File: src/hw/rtl/svpm_pkg.sv
// Shared types, register codes and Q1.63 helper math for the stereo volume/pan mixer.
// No dependencies; every other RTL file references this package by scoped names.
`timescale 1ns / 1ps
`default_nettype none

package svpm_pkg;

	localparam int SAMPLE_W   = 16;
	localparam int ACC_W      = 32;
	localparam int GAIN_W     = 16;
	localparam int LEVEL_W    = 15;
	localparam int CFG_IDX_W  = 4;
	localparam int CFG_DATA_W = 15;

	localparam logic [CFG_IDX_W-1:0] REG_VOLUME        = 4'd0;
	localparam logic [CFG_IDX_W-1:0] REG_PAN           = 4'd1;
	localparam logic [CFG_IDX_W-1:0] REG_STEREO_BUFFER = 4'd2;
	localparam logic [CFG_IDX_W-1:0] REG_MONO_SOURCE   = 4'd3;

	localparam logic [GAIN_W-1:0] GAIN_UNITY = 16'hFFFF;

	localparam logic [63:0] Q_ONE      = 64'h8000_0000_0000_0000;
	localparam logic [63:0] TENTH_Q63  = 64'd922337203685477580;
	localparam logic [63:0] GAIN_SCALE = 64'd65535;
	localparam logic [10:0] DECADE_EXP = 11'd2000;

	// Level settings handed to the gain lookup
	typedef struct packed {
		logic signed [LEVEL_W-1:0] volume;
		logic signed [LEVEL_W-1:0] pan;
		logic                      stereo_buffer;
	} level_cfg_t;

	// Per-lane stage control
	typedef struct packed {
		logic adv_s1;
	} lane_ctl_t;

	// floor(a * b / 2^63), product below 2^127
	function automatic logic [63:0] mul_q63(input logic [63:0] a, input logic [63:0] b);
		logic [127:0] prod;
		prod = {64'd0, a} * {64'd0, b};
		return prod[126:63];
	endfunction

	// x^2000 by square and multiply, each product truncated
	function automatic logic [63:0] pow_decade(input logic [63:0] x);
		logic [63:0] r;
		logic [63:0] b;
		logic [10:0] e;
		r = Q_ONE;
		b = x;
		e = DECADE_EXP;
		while (e != 11'd0) begin
			if (e[0]) begin
				r = mul_q63(r, b);
			end
			b = mul_q63(b, b);
			e = e >> 1;
		end
		return r;
	endfunction

	// Largest Q1.63 step whose 2000th power stays at or below one tenth
	function automatic logic [63:0] step_factor();
		logic [63:0] lo;
		logic [63:0] hi;
		logic [63:0] mid;
		lo = 64'd0;
		hi = Q_ONE;
		while ((hi - lo) > 64'd1) begin
			mid = lo + ((hi - lo) >> 1);
			if (pow_decade(mid) <= TENTH_Q63) begin
				lo = mid;
			end else begin
				hi = mid;
			end
		end
		return lo;
	endfunction

endpackage

`default_nettype wire

File: src/hw/rtl/svpm_lane.sv
// One mixing lane: sample times gain registered, then arithmetic shift and 32-bit wrapping add.
// Depends on svpm_pkg (widths, lane_ctl_t).
`timescale 1ns / 1ps
`default_nettype none

module svpm_lane #(
	parameter int GAIN_SHIFT = 12
) (
	input  wire logic                                clk,
	input  wire svpm_pkg::lane_ctl_t                 ctl,
	input  wire logic signed [svpm_pkg::SAMPLE_W-1:0] sample,
	input  wire logic        [svpm_pkg::GAIN_W-1:0]   gain,
	input  wire logic        [svpm_pkg::ACC_W-1:0]    acc,
	output logic             [svpm_pkg::ACC_W-1:0]    sum
);

	localparam int PROD_W = svpm_pkg::SAMPLE_W + svpm_pkg::GAIN_W + 1;

	logic signed [PROD_W-1:0]         prod_s1;
	logic        [svpm_pkg::ACC_W-1:0] acc_s1;
	logic signed [PROD_W-1:0]         scaled;

	always_ff @(posedge clk) begin
		if (ctl.adv_s1) begin
			prod_s1 <= PROD_W'(sample) * PROD_W'($signed({1'b0, gain}));
			acc_s1  <= acc;
		end
	end

	// floor shift, then wrap into the accumulator
	assign scaled = prod_s1 >>> GAIN_SHIFT;
	assign sum    = acc_s1 + scaled[svpm_pkg::ACC_W-1:0];

endmodule

`default_nettype wire

File: config.mk
export PLATFORM = sky130hd
export DESIGN_NAME = svpm_lane
export DESIGN_NICKNAME = d
export VERILOG_FILES = /design/src/hw/rtl/svpm_pkg.sv /design/src/hw/rtl/svpm_lane.sv
export SDC_FILE = /design/constraint.sdc
export NUM_CORES = 1
export LEC_CHECK = 0
export BUFFER_PORTS_ARGS = -buffer_cell sky130_fd_sc_hd__buf_2
export CAP_MARGIN = 5
export CORE_UTILIZATION = 55
export CTS_BUF_LIST = sky130_fd_sc_hd__clkbuf_8
export CTS_CLUSTER_SIZE = 12
export DETAILED_ROUTE_END_ITERATION = 6
export PLACE_DENSITY = 0.82
export SETUP_SLACK_MARGIN = 0.15
export SLEW_MARGIN = 15
export SYNTH_ARGS = -nofsm -noshare
export SYNTH_HDL_FRONTEND = slang
export SYNTH_SLANG_ARGS = --single-unit
export TNS_END_PERCENT = 10
File: constraint.sdc
create_clock -name clk -period 6.5 [get_ports clk]
set_clock_uncertainty 0.05 [all_clocks]
set_input_delay 0.325 -clock clk [delete_from_list [all_inputs] [get_ports clk]]
set_output_delay 0.325 -clock clk [all_outputs]
set_load 0.03 [all_outputs]
==> flow_metrics.py, run 1 <==
metrics = {
    "detailed_routing": {
        "drc_errors": 0,
        "drt_iter0_markers": 635,
        "wl_mm": 27.2,
        "vias_per_cell": 5.59,
        "vias": 8953,
        "first_pass_iters": 5,
        "routedWlPerCell_um": 17.0,
        "ant_nets": 0,
    },
    "floorplanning": {
        "die_area_um2": 22000,
        "num_io_pins": 98,
        "fp-row-count": 53,
        "fp.dieW_um": 148,
        "die_h_um": 148,
        "coreArea_um2": 21000,
        "initial_core_util_pct": 56.0,
    },
    "final_layout": {
        "layout.nets": 1734,
        "postLayoutCoreUtil_pct": 59.8,
        "regArea_um2": 1590,
        "multiInputGateArea_um2": 9100,
        "drive_gt1_share_pct": 9.89,
        "nFillCells": 1697,
        "final_cell_mix": "239 x inv_1, 194 x fa_1, 159 x nand2_1",
        "final_common_cell": "inv_1",
        "area_growth_pct": 6.72,
    },
    "synthesis": {
        "synth_edf_count": 53,
        "syn_area_um2": 11800,
        "postSynthNetCount": 1665,
        "synthArstFlopShare_pct": 0,
        "synth.top_cells.by_area": "fa_1 33%, ha_1 16%, edfxtp_1 14%",
        "yosysTopAreaCellShare_pct": 33.0,
        "yosys.cell_types.count": 62,
        "synth_warnings": 0,
        "syn_inst": 1255,
        "synth.largest_area_cell": "fa_1",
        "seq_area_frac_synth_pct": 13.5,
        "avgSynthCellArea_um2": 9.38,
        "ys_ff_latch": 53,
        "synth_flop_cell": "edfxtp_1",
    },
    "sta": {
        "drv_slew": 0,
        "fin_crit_sh_pct": 92.2,
        "tightest_slew_ns": 0.766,
        "fmax_mhz": 167,
        "setup-violations-final": 0,
        "hold_violations": 0,
        "period_needed_ns": 5.99,
        "rsz0062_at_grt": "no",
        "tns_ns": 0,
        "slew_headroom_pct": 48.4,
        "timing.hold.ws_ns": 0.137,
        "setup_ws_ns": 0.510,
    },
    "worst_setup_path": {
        "critPathKind": "in -> reg",
        "path_max_fanout": 16,
        "critical_path.startpoint_type": "input pin",
        "worstPathArrival_ns": 6.00,
        "required_ns": 6.51,
        "end_kind": "flip-flop",
    },
    "grt": {
        "grt_pass1_wl_mm": 45.8,
        "gr-usage-all-layers_pct": 26.4,
        "antenna_found_initial": 1,
        "grt-ovfl-total": 0,
        "grt_start_max_net_pins": 54,
        "grt_pass1_vias": 9532,
    },
    "placement": {
        "gp_congestion": 0.877,
        "dp_hpwl_mm": 22.4,
        "io_buffers": 97,
        "post-place-ws_ns": 0.236,
    },
    "cts": {
        "cts_buffer_depth": 2,
        "cts_hold_buf": 0,
        "htreeDepth": 2,
        "clkSlewWorstSetupHoldPaths_ns": 0.10,
        "cts_tree": "done",
        "clock_sinks": 53,
        "cts.repair.resized": 0,
        "cts_buffers": 5,
        "post-cts-setup-buffer-count": 0,
        "clockRootBuffer": "clkbuf_8",
    },
    "outcome": {
        "status": "completed",
    },
    "job": {
        "timing.max_cap.violations": 0,
    },
    "hold_path": {
        "hold_class": "in -> reg",
    },
}
stage by stage:
step | area (um^2) | instances
after floorplan | 11800 | 1255
after global placement | 12500 | 1592
after detailed placement | 12500 | 1592
after CTS | 12600 | 1600
after global routing | 12600 | 1601
final | 12600 | 1601
cell usage after synthesis, drive strengths merged, types with 2 or more instances:
cell type / instances
xor2: 16
buf: 6
a31oi: 5
nand4b: 2
fa: 194
a211oi: 7
o21a: 5
nand2: 159
a221oi: 2
o21bai: 5
or2: 2
clkbuf: 35
and2: 115
o41ai: 2
edfxtp: 53
a41oi: 4
o21ai: 30
inv: 240
nor3: 10
ha: 150
nand2b: 13
nand3: 9
a211o: 3
nor2b: 7
xnor2: 35
nor2: 36
o31ai: 2
o31a: 2
o211ai: 3
a21oi: 49
and3: 4
nand4: 7
a21o: 27
a32o: 2
per-layer routing:
metal  GRT usage (%)  vias up  part of all wire, %
met4            10.8        0                  4.1
li1                -     4102                    -
met3            2.61       78                  6.0
met1            33.9     4414                   41
met2            45.6      359                   49
met5               0        -                    0
worst paths after layout:
check / startpoint / to / slack (ns) / cells after the start
worst max-delay path: gain[7] / prod_s1[27] / 0.51 / 21
worst min-delay path: acc[20] / acc_s1[20] / 0.14 / 1
final cells by class:
| type | instances | share of cell area (%) |
|---|---|---|
| multi-input combinational | 920 | 72.4 |
| sequential | 53 | 12.7 |
| inverter | 240 | 7.17 |
| timing repair buffer | 104 | 4.30 |
| tap | 275 | 2.74 |
| clock buffer | 5 | 0.548 |
| clock inverter | 3 | 0.169 |
| antenna | 1 | 0.0199 |
sequential cells by signal, indices dropped and copies added (netlist names):
signal   count
acc_s1      32
prod_s1     21
logic make-up after synthesis:
| kind of cell | after synthesis | synth area share (%) |
|---|---|---|
| fa+ha+maj | 344 | 48.9 |
| xor+xnor | 51 | 3.79 |
| buf+inv | 282 | 9.23 |
| compound gates | 155 | 9.09 |
| flops | 53 | 13.5 |
| simple gates | 370 | 15.4 |
critical path, stage by stage:
cell	delay (ns)
buf_2	0.22
and2_1	0.23
fa_1	0.53
inv_1	0.05
fa_1	0.46
fa_1	0.43
fa_1	0.51
inv_1	0.06
fa_1	0.53
inv_1	0.05
fa_1	0.48
inv_1	0.04
ha_1	0.32
a211oi_2	0.09
a32o_1	0.28
or2_4	0.27
o21ai_0	0.29
a311oi_2	0.18
o21ai_1	0.30
a41oi_1	0.18
xnor2_1	0.15
Power of run 1 is not shown: default switching activity piles up to over one toggle a cycle in this logic, so the estimate is an artifact.
==> run 2, diff against run 1 <==
==> constraint.sdc (replaced) <==
create_clock -name clk -period 7.2 [get_ports clk]
set_clock_uncertainty 0.05 [all_clocks]
set_input_delay 0.36 -clock clk [delete_from_list [all_inputs] [get_ports clk]]
set_output_delay 0.36 -clock clk [all_outputs]
set_load 0.03 [all_outputs]
==> run 2 against run 1 <==
Highest routed layer unchanged; critical endpoint unchanged; critical path depth fell by 1; via count down 1.6%; non-clock buffer count is 7 lower; setup slack better by 0.59 ns; sequential share of layout area increased by 0.051 points; core utilization decreased by 0.24 points; routed wire length is 3.3% lower; first-iteration DRC count fell by 19%; count of clock-buffer cells in the layout stayed put; die area is the same; largest cell class unchanged.
==> flow_metrics.py, run 2 (same netlist as run 1, synthesis figures left out) <==
metrics = {
    "detailed_routing": {
        "drc_errors": 0,
        "vias": 8810,
        "drt_iter0_markers": 515,
        "wl_mm": 26.3,
        "ant_nets": 0,
        "vias_per_cell": 5.53,
        "first_pass_iters": 5,
        "routedWlPerCell_um": 16.5,
    },
    "final_layout": {
        "final_cell_mix": "239 x inv_1, 194 x fa_1, 159 x nand2_1",
        "largest-register": "acc_s1",
        "area_growth_pct": 6.29,
        "reg.largest.list": "acc_s1 (32), prod_s1 (21)",
        "nFillCells": 1765,
        "antenna_cells": 0,
        "layout.nets": 1727,
        "instances_no_fill": 1593,
        "final_common_cell": "inv_1",
        "drive_gt1_share_pct": 9.41,
        "largest_reg_flops": 32,
    },
    "outcome": {
        "status": "completed",
    },
    "sta": {
        "slew_headroom_pct": 43.2,
        "tightest_slew_ns": 0.843,
        "period_needed_ns": 6.10,
        "setup-violations-final": 0,
        "fin_crit_sh_pct": 84.8,
        "setup_ws_ns": 1.10,
        "hold_violations": 0,
        "fmax_mhz": 164,
        "tns_ns": 0,
        "drv_slew": 0,
        "rsz0062_at_grt": "no",
    },
    "grt": {
        "busiest_layer": "met2",
        "grt_pass1_vias": 9374,
        "grt_pass1_wl_mm": 44.1,
        "grt_start_max_net_pins": 54,
        "gr-usage-all-layers_pct": 25.4,
        "grtUsageMet1_pct": 32.6,
        "antenna_found_initial": 0,
        "met3_usage_pct": 3.07,
        "grt-ovfl-total": 0,
        "grtUsageMet2_pct": 44.1,
    },
    "floorplanning": {
        "die_area_um2": 22000,
        "coreArea_um2": 21000,
        "fp-row-count": 53,
        "num_io_pins": 98,
        "die_h_um": 148,
        "fp.dieW_um": 148,
        "initial_core_util_pct": 56.0,
    },
    "hold_path": {
        "hold_start": "acc[14]",
        "whs_endpoint": "acc_s1[14]",
        "min_path_cells": 1,
        "hold_class": "in -> reg",
    },
    "worst_setup_path": {
        "end_kind": "flip-flop",
        "cp_cell_sequence": "buf_2, nand2_1, fa_1, fa_1, fa_1, inv_1, fa_1, fa_1, inv_1, fa_1, inv_1, ha_1, a211oi_2, nand2_1, a211oi_2, o21ai_0, a311oi_2, o21ai_1, a41oi_1, xnor2_1",
        "cpMaxStageDelayCell": "fa_1",
        "worstPathArrival_ns": 6.12,
        "cp_common_cell": "fa_1",
        "critPathKind": "in -> reg",
        "critical_path.startpoint_type": "input pin",
        "required_ns": 7.21,
        "path_max_fanout": 16,
        "max_stage_delay_ns": 0.54,
    },
    "cts": {
        "clock_sinks": 53,
        "cts_hold_buf": 0,
        "cts.repair.resized": 0,
        "htreeDepth": 2,
        "clkSlewWorstSetupHoldPaths_ns": 0.10,
        "cts_buffers": 5,
        "post-cts-setup-buffer-count": 0,
        "cts_tree": "done",
        "cts_buffer_depth": 2,
        "clockRootBuffer": "clkbuf_8",
    },
    "placement": {
        "io_buffers": 97,
        "gp_congestion": 0.894,
        "post-place-ws_ns": 0.766,
        "dp_hpwl_mm": 21.7,
        "dp.cells": 1585,
    },
    "job": {
        "timing.max_cap.violations": 0,
    },
}
run 2: changes by cell type in the layout (fill, tap and decap cells not counted):
| cell | previous run | this run |
|---|---|---|
| diode_2 | 1 | 0 |
| clkinv_2 | 1 | 0 |
| clkinvlp_4 | 1 | 2 |
| inv_8 | 0 | 1 |
| buf_4 | 8 | 1 |
| inv_6 | 1 | 0 |
run 2: final cells by class:
cell class / count / area, um^2 / share of cell area (%)
Clock buffer: 5 / 68.8 / 0.550
Clock inverter: 3 / 26.3 / 0.210
Sequential cell: 53 / 1590 / 12.7
Tap cell: 275 / 344 / 2.75
Inverter: 240 / 901 / 7.20
Timing Repair Buffer: 97 / 488 / 3.90
Multi-Input combinational cell: 920 / 9100 / 72.7
run 2: critical path: cells and delay by family:
family / cells / cell delay (ns)
adder cells (fa/ha/maj): 7 / 3.32
XOR/XNOR: 1 / 0.09
AND/OR/NAND/NOR: 2 / 0.24
AO/OA/AOI/OAI: 6 / 1.67
buffers and inverters: 4 / 0.45
run 2: routing by layer:
layer	share of wire, %	vias up
met5	0	-
met4	3.3	0
met3	6.7	70
met2	49	342
met1	41	4312
li1	-	4086
run 2: how the worst max path moves through the flow:
stage / cells after the start / to / startpoint
final: 20 / prod_s1[27] / gain[10]
after global routing: 20 / prod_s1[27] / gain[10]
after CTS: 20 / prod_s1[27] / gain[10]
after detailed placement: 20 / prod_s1[27] / gain[10]
after global placement: 20 / prod_s1[27] / gain[10]
after floorplan: 20 / prod_s1[27] / sample[1]
run 2: metrics by stage:
step	utilization (%)	instance area, um^2	hold WS [ns]
2_1_floorplan	-	11800	0.409
3_3_place_gp	59.1	12400	0.487
3_5_place_dp	59.1	12400	0.488
4_1_cts	59.5	12500	0.156
5_1_grt	59.5	12500	0.144
6_report	59.5	12500	0.161
Power of run 2 is left out for the same reason.
